--- src/hdl/icmp_echo_pkg.sv ---
// package: payload types, verdict codes and checksum helper for the icmp echo responder
package icmp_echo_pkg;

   // message byte counter width and minimum legal message length
   localparam int COUNT_WIDTH = 16;
   localparam int MIN_LENGTH = 8;

   // csr port geometry
   localparam int CSR_INDEX_WIDTH = 1;
   localparam int CSR_DATA_WIDTH = 1;

   // csr register indexes
   localparam logic [CSR_INDEX_WIDTH-1:0] CSR_RX_CHECK_OFFLOAD = 1'd0;
   localparam logic [CSR_INDEX_WIDTH-1:0] CSR_TX_SUM_OFFLOAD = 1'd1;

   // verdict codes
   localparam logic [1:0] VERDICT_ECHO_REPLY = 2'd0;
   localparam logic [1:0] VERDICT_TOO_SHORT = 2'd1;
   localparam logic [1:0] VERDICT_SUM_FAILED = 2'd2;
   localparam logic [1:0] VERDICT_UNSUPPORTED = 2'd3;

   // icmp header values
   localparam logic [7:0] ECHO_REQUEST_TYPE = 8'd8;
   localparam logic [7:0] ECHO_CODE = 8'd0;

   typedef struct packed {
      logic [7:0] msg_byte;
      logic       last_byte;
      logic       hw_sum_bad;
      logic       hw_sum_good;
   } req_type;

   typedef struct packed {
      logic [1:0]  verdict;
      logic [15:0] reply_sum;
      logic        offload_request;
   } rsp_type;

   // one's-complement 16-bit add with end-around carry
   function automatic logic [15:0] oc_add(input logic [15:0] acc, input logic [15:0] word);
      logic [16:0] s;
      s = {1'b0, acc} + {1'b0, word};
      return s[15:0] + {15'd0, s[16]};
   endfunction

endpackage

--- src/hdl/icmp_echo_responder.sv ---
// top level: streaming icmp echo request checker and reply checksum generator
//
// Takes one ICMP message byte per cycle on the req channel and, on the byte
// marked last, delivers one verdict on the rsp channel in the next cycle: echo
// reply, too short, checksum failed or unsupported type/code. A new byte is
// accepted every cycle; the running one's-complement sums advance by one word
// add per byte pair, and the result sits in an output register so the next
// message streams in while a verdict waits to be taken (req_ready drops only
// while that register is full and rsp_ready is low). For an echo reply the
// reply checksum covers the message with type, code and checksum zeroed; with
// tx_sum_offload set it is left zero and offload_request is raised. With
// rx_check_offload set, the hardware checksum flags on the last byte take
// precedence over the software sum (bad wins over good). Write the CSRs only
// while no message is in flight.
module icmp_echo_responder (
   input  logic                                        clock,
   input  logic                                        reset,
   input  logic                                        req_valid,
   output logic                                        req_ready,
   input  icmp_echo_pkg::req_type                      req_data,
   output logic                                        rsp_valid,
   input  logic                                        rsp_ready,
   output icmp_echo_pkg::rsp_type                      rsp_data,
   input  logic                                        csr_wr_en,
   input  logic [icmp_echo_pkg::CSR_INDEX_WIDTH-1:0]   csr_index,
   input  logic [icmp_echo_pkg::CSR_DATA_WIDTH-1:0]    csr_wr_data
);
   import icmp_echo_pkg::*;

   localparam logic [COUNT_WIDTH-1:0] COUNT_MAX = {COUNT_WIDTH{1'b1}};
   localparam logic [COUNT_WIDTH-1:0] MIN_COUNT = COUNT_WIDTH'(MIN_LENGTH);
   localparam logic [COUNT_WIDTH-1:0] POS_CODE = COUNT_WIDTH'(1);
   localparam logic [COUNT_WIDTH-1:0] POS_BODY = COUNT_WIDTH'(4);
   localparam logic [COUNT_WIDTH-1:0] POS_BODY_LOW = COUNT_WIDTH'(5);

   logic                   rx_check_offload_ff;
   logic                   tx_sum_offload_ff;
   logic [15:0]            total_sum_ff, total_sum_in;
   logic [15:0]            body_sum_ff, body_sum_in;
   logic [COUNT_WIDTH-1:0] byte_count_ff, byte_count_in;
   logic [7:0]             high_half_ff, high_half_in;
   logic [7:0]             type_byte_ff, type_byte_in;
   logic [7:0]             code_byte_ff, code_byte_in;
   logic                   odd_phase_ff, odd_phase_in;
   logic                   rsp_valid_ff, rsp_valid_in;
   rsp_type                rsp_data_ff, rsp_data_in;

   logic                   req_xfer;
   logic                   rsp_xfer;
   logic [COUNT_WIDTH-1:0] new_count;
   logic [15:0]            word;
   logic                   add_word;
   logic                   add_body;
   logic [15:0]            total_next;
   logic [15:0]            body_next;
   logic                   sum_ok;
   rsp_type                result;

   // handshakes: output register frees up when its result is taken
   assign rsp_xfer  = rsp_valid_ff & rsp_ready;
   assign req_ready = ~rsp_valid_ff | rsp_ready;
   assign req_xfer  = req_valid & req_ready;
   assign rsp_valid = rsp_valid_ff;
   assign rsp_data  = rsp_data_ff;

   // csr writes
   always_ff @(posedge clock) begin
      if (reset) begin
         rx_check_offload_ff <= 1'b0;
         tx_sum_offload_ff   <= 1'b0;
      end else if (csr_wr_en) begin
         unique case (csr_index)
            CSR_RX_CHECK_OFFLOAD: rx_check_offload_ff <= csr_wr_data[0];
            CSR_TX_SUM_OFFLOAD:   tx_sum_offload_ff   <= csr_wr_data[0];
            default: ;
         endcase
      end
   end

   // word forming and running sums for the byte in transfer
   always_comb begin
      new_count  = (byte_count_ff == COUNT_MAX) ? COUNT_MAX : byte_count_ff + 1'b1;
      add_word   = odd_phase_ff | req_data.last_byte;
      word       = odd_phase_ff ? {high_half_ff, req_data.msg_byte}
                                : {req_data.msg_byte, 8'h00};
      add_body   = odd_phase_ff ? (byte_count_ff >= POS_BODY_LOW)
                                : (byte_count_ff >= POS_BODY);
      total_next = add_word ? oc_add(total_sum_ff, word) : total_sum_ff;
      body_next  = (add_word && add_body) ? oc_add(body_sum_ff, word) : body_sum_ff;
      type_byte_in = (byte_count_ff == '0) ? req_data.msg_byte : type_byte_ff;
      code_byte_in = (byte_count_ff == POS_CODE) ? req_data.msg_byte : code_byte_ff;
   end

   // verdict for a message ending with this byte
   always_comb begin
      priority if (rx_check_offload_ff && req_data.hw_sum_bad) begin
         sum_ok = 1'b0;
      end else if (rx_check_offload_ff && req_data.hw_sum_good) begin
         sum_ok = 1'b1;
      end else begin
         sum_ok = (total_next == 16'hFFFF);
      end

      result.reply_sum       = '0;
      result.offload_request = 1'b0;
      priority if (new_count < MIN_COUNT) begin
         result.verdict = VERDICT_TOO_SHORT;
      end else if (!sum_ok) begin
         result.verdict = VERDICT_SUM_FAILED;
      end else if (type_byte_in != ECHO_REQUEST_TYPE || code_byte_in != ECHO_CODE) begin
         result.verdict = VERDICT_UNSUPPORTED;
      end else begin
         result.verdict = VERDICT_ECHO_REPLY;
         if (tx_sum_offload_ff) begin
            result.offload_request = 1'b1;
         end else begin
            result.reply_sum = ~body_next;
         end
      end
   end

   // next message state: cleared after the last byte
   always_comb begin
      total_sum_in  = total_sum_ff;
      body_sum_in   = body_sum_ff;
      byte_count_in = byte_count_ff;
      high_half_in  = high_half_ff;
      odd_phase_in  = odd_phase_ff;
      if (req_xfer) begin
         if (req_data.last_byte) begin
            total_sum_in  = '0;
            body_sum_in   = '0;
            byte_count_in = '0;
            high_half_in  = '0;
            odd_phase_in  = 1'b0;
         end else begin
            total_sum_in  = total_next;
            body_sum_in   = body_next;
            byte_count_in = new_count;
            high_half_in  = odd_phase_ff ? high_half_ff : req_data.msg_byte;
            odd_phase_in  = ~odd_phase_ff;
         end
      end
   end

   // output register
   always_comb begin
      rsp_valid_in = rsp_valid_ff & ~rsp_xfer;
      rsp_data_in  = rsp_data_ff;
      if (req_xfer && req_data.last_byte) begin
         rsp_valid_in = 1'b1;
         rsp_data_in  = result;
      end
   end

   // message state registers
   always_ff @(posedge clock) begin
      if (reset) begin
         total_sum_ff  <= '0;
         body_sum_ff   <= '0;
         byte_count_ff <= '0;
         high_half_ff  <= '0;
         type_byte_ff  <= '0;
         code_byte_ff  <= '0;
         odd_phase_ff  <= 1'b0;
         rsp_valid_ff  <= 1'b0;
      end else begin
         total_sum_ff  <= total_sum_in;
         body_sum_ff   <= body_sum_in;
         byte_count_ff <= byte_count_in;
         high_half_ff  <= high_half_in;
         odd_phase_ff  <= odd_phase_in;
         rsp_valid_ff  <= rsp_valid_in;
         if (req_xfer) begin
            type_byte_ff <= req_data.last_byte ? 8'h00 : type_byte_in;
            code_byte_ff <= req_data.last_byte ? 8'h00 : code_byte_in;
         end
      end
   end

   // result payload, no reset needed
   always_ff @(posedge clock) begin
      rsp_data_ff <= rsp_data_in;
   end

`ifndef SYNTH
   // only an echo reply carries a checksum or an offload request
   assert property (@(posedge clock) disable iff (reset)
      rsp_valid_ff && rsp_data_ff.verdict != VERDICT_ECHO_REPLY |->
         rsp_data_ff.reply_sum == '0 && !rsp_data_ff.offload_request)
      else $error("non-reply verdict carries checksum or offload");

   // offloaded reply leaves checksum zero
   assert property (@(posedge clock) disable iff (reset)
      rsp_valid_ff && rsp_data_ff.offload_request |-> rsp_data_ff.reply_sum == '0)
      else $error("offload request with nonzero checksum");

   // a last-byte transfer yields a result and clears message state
   assert property (@(posedge clock) disable iff (reset)
      req_xfer && req_data.last_byte |=>
         rsp_valid_ff && byte_count_ff == '0 && !odd_phase_ff && total_sum_ff == '0)
      else $error("message end did not produce result or clear state");

   // a middle byte never produces a result on its own
   assert property (@(posedge clock) disable iff (reset)
      !rsp_valid_ff && !(req_xfer && req_data.last_byte) |=> !rsp_valid_ff)
      else $error("result appeared without a last byte");
`endif

endmodule
--- config.mk ---
export PLATFORM = sky130hd
export DESIGN_NAME = icmp_echo_responder
export DESIGN_NICKNAME = d
export VERILOG_FILES = /design/src/hdl/icmp_echo_pkg.sv /design/src/hdl/icmp_echo_responder.sv
export SDC_FILE = /design/constraint.sdc
export NUM_CORES = 1
export LEC_CHECK = 0
export ABC_AREA = 1
export ABC_CLOCK_PERIOD_IN_PS = 5300
export CAP_MARGIN = 20
export CORE_UTILIZATION = 65
export CTS_BUF_LIST = sky130_fd_sc_hd__clkbuf_8 sky130_fd_sc_hd__clkbuf_16
export CTS_CLUSTER_DIAMETER = 150
export DETAILED_ROUTE_END_ITERATION = 7
export DONT_BUFFER_PORTS = 1
export PLACE_DENSITY = 0.78
export SETUP_SLACK_MARGIN = 0.1
export SLEW_MARGIN = 10
export SYNTH_ARGS = -nofsm -noshare
export SYNTH_HDL_FRONTEND = slang
export SYNTH_SLANG_ARGS = --single-unit
--- constraint.sdc ---
create_clock -name clock -period 5.3 [get_ports clock]
set_clock_uncertainty 0.05 [all_clocks]
set_input_delay 0.53 -clock clock [delete_from_list [all_inputs] [get_ports clock]]
set_output_delay 0.53 -clock clock [all_outputs]
set_load 0.05 [all_outputs]
==> results.txt <==
- The run finished with clean final reports.
* Via count of the first global-routing pass: 6,372
* Pleak: between 3 and 4 nW
- Setup repair after global routing left no endpoint under its margin.
* Count of H-tree levels built during CTS: 3
- Maximum fanout along the worst path: 26
- The worst pin sits at a relative slew slack of 0.280.
- Root Buffer: clkbuf_16
- Number of CTS-inserted buffers: 9
- Sorting the synthesized cells by area gives the leading types as dfxtp_1 21%, nand2_1 21%, edfxtp_1 7.7%.
- Final-report hold violation count: 0
- Crit path launch type: register
* Delay of the slowest cell on the worst path: 500 ps
- After technology mapping, the gate count stands at roughly 1,200.
* Total design power: 1.67 mW
* Maximum count of clock buffers along a single path: 2
- The total overflow left after global routing is 0.
* Maximum number of pins on one net before global-route repair: 77
* Worst-case hold slack: 191 ps
- Yosys printed 0 warnings.
* Final core utilization: 0.709
- In the final design database the tool counted 1,219 nets.
- Leaving out filler cells and counting taps, the final layout contains 1,319.
- Max-cap violations: 0
* Final Setup Violations: 0
- Once placement completed, the tool counted placed cells totaling 1,303.
- Die Wd: 109 um
- Data required time of the critical path: 5430 ps
- Detailed routing inserted a total of 7,319 vias.
* Fill cells: around 1,000
- 39 I/O pins were placed.
- After routing, the total negative slack on setup checks comes to 0 ps.
* Chip height: roughly 110 um
* Via density: 5.55
* Top Metal Used: met4
- Iteration-0 DRC Markers: 586
- Arrival time of the worst setup path: 4810 ps
- Of the synthesized area, sequential elements account for 0.284.
- Based on the critical path, the design can be clocked at up to ~210 MHz.
* Wire length on met3: slightly above 1000 um
- The mapped netlist covers 7380 um^2.
- The first global-routing pass estimated 30,100 um of wire.
* Dominant cell type by area after synthesis: dfxtp_1
- Final period util: 0.884
- Number of antenna violations at the first check in global routing: 0
- Worst-path clk slew: 70 ps
* Area growth from synthesis to final layout: 5.19%
- In the global route stage, overall resource usage came out at 0.327.
* Worst-skew pair later-pin latency: about 350 ps
- During placement, the flow inserted port buffers numbering 0.
* Net count after synthesis: roughly 1,200
- Counting flops with an async set or reset pin after synthesis yields a share of 0.
- Number of distinct library cell variants in the gate-level netlist after synthesis: slightly below 50
- Class of the most critical hold timing path: in -> reg
* Ratio of cells with drive above 1 in the final layout: 0.0874
- After floorplanning, the core was divided into 38 placement rows.
- Average wire length per cell after detail routing: 14.2 um
- Routability congestion estimate: 1.03
- Synth Register Bits: 95
- Detailed-routing iteration count for the pre-antenna-repair pass: 6
* Ys flop type: dfxtp_1
- Hpwl dp: approximately 14,000 um
- Count of flip-flops with a built-in enable after synthesis: 19
- For the finished layout, the period the worst path requires is approximately 4700 ps.
- The cell that appears most often on the critical path is nand2_1.
- In this run the mean area of a mapped cell was approximately 6.2 um^2.
- CTS tree: yes
- Die footprint: 11,800 um^2
* Placeable Area: 10,900 um^2
- Pin slew with the least headroom to its limit: approximately 1100 ps
- The initial utilization of the core area, before any placement, comes to 0.674.
- Detailed Route WL: 18,700 um
* Slowest-stage cell, CP: dfxtp_4
- After clock tree synthesis, the flow added hold-fix buffers numbering 0.
- The final-report max-slew violation count was 0.
- Clock sink count: 95
- Critical path capture point type: register
- Wire segments on met2 add up to 8510 um in the final route.
- The count of nets left with antenna violations once routing finished came out at 0.
- Length of routed wiring on met1: 8690 um
- Number of remaining DRC errors: 0
* N_diodes: 0
* Peak supply drop: 228 uV
* Fraction of post-synthesis cell area in the top cell type by area: 0.206
- Power spread over the standard cell area amounts to approximately 220 nW/um^2.
- Type of the worst setup path: reg -> reg
layout make-up:
cell class | count | area [um^2] | share of cell area
Multi-Input combinational cell | 931 | 4650 | 0.600
Sequential cell | 95 | 2100 | 0.270
Inverter | 131 | 492 | 0.0634
Clock buffer | 11 | 264 | 0.0340
Tap cell | 140 | 175 | 0.0226
Timing Repair Buffer | 6 | 45.0 | 0.00581
Clock inverter | 5 | 32.5 | 0.00419
state kept, by name (all words and copies together) (netlist names), 8 cells and up:
register       cells
byte_count_ff     16
high_half_ff       8
type_byte_ff       8
code_byte_ff       8
total_sum_ff      16
rsp_data          19
body_sum_ff       16
cell usage after synthesis (13+ instances only):
master      n
o21ai_0    50
or2_2      13
nand2_2    21
nand3_1    92
nand2_1   403
nor2_1     94
xor2_1     13
edfxtp_1   19
inv_1     120
a21oi_1    97
nand4_1    17
ha_1       27
dfxtp_1    76
clkbuf_1   30
nor2_2     18
cell usage in the layout, fill, tap and decap left out, types with 5 or more instances in the layout:
cell and count:
a21boi_0 6, a21oi_1 97, buf_4 6, clkbuf_16 10, dfxtp_1 75, edfxtp_1 19, ha_1 27, inv_1 122
inv_2 9, nand2_1 402, nand2_2 22, nand3_1 92, nand4_1 17, nor2_1 92, nor2_2 19, nor3_1 7
nor4_1 8, o21ai_0 50, o21ai_1 5, o21bai_1 5, o22ai_1 9, or2_2 13, xnor2_1 9, xor2_1 13
stage by stage:
| stage | area, um^2 | setup slack, ps |
|---|---|---|
| 4_1_cts | 7750 | 281 |
| 6_report | 7760 | 616 |
| 3_5_place_dp | 7460 | 321 |
| 2_1_floorplan | 7380 | 1110 |
| 5_1_grt | 7760 | 150 |
| 3_3_place_gp | 7460 | 498 |
what timing repair did:
action	4_1_cts	5_1_grt
gates resized for setup	0	2
endpoints found under the setup margin	0	20
setup buffers	0	0
kinds of logic after synthesis:
kind of cell / after synthesis / share of synthesized area
XOR/XNOR: 22 / 0.0261
AND/OR/NAND/NOR: 693 / 0.417
adder cells (fa/ha/maj): 27 / 0.0458
multiplexers: 1 / 0.00136
flip-flops: 95 / 0.284
buffers and inverters: 166 / 0.0870
AO/OA/AOI/OAI: 188 / 0.139
final timing paths:
check | startpoint | endpoint | slack [ps] | depth (start not counted)
worst max-delay path | odd_phase_ff | rsp_data[4] | 620 | 29
worst min-delay path | reset | type_byte_ff[2] | 190 | 1
worst max register to register | odd_phase_ff | rsp_data[4] | 620 | 29
worst min register to register | type_byte_ff[0] | type_byte_ff[0] | 410 | 2
critical path, delay by kind of cell, from the launching register on:
family / cells / cell delay, ps
simple gates: 21 / 2870
fa+ha+maj: 4 / 680
flops: 1 / 500
compound gates: 2 / 260
buf+inv: 2 / 140
metal layers:
metal	GRT usage	vias to the layer above
li1	-	3830
met2	0.547	188
met1	0.421	3268
met4	0.109	0
met3	0.0603	33
met5	0	-
where the power goes:
| part | internal (mW) | switching, mW |
|---|---|---|
| combinational | 0.0709 | 0.170 |
| sequential | 0.753 | 0.0318 |
| clock | 0.359 | 0.287 |
(Power assumes the default switching activity.)
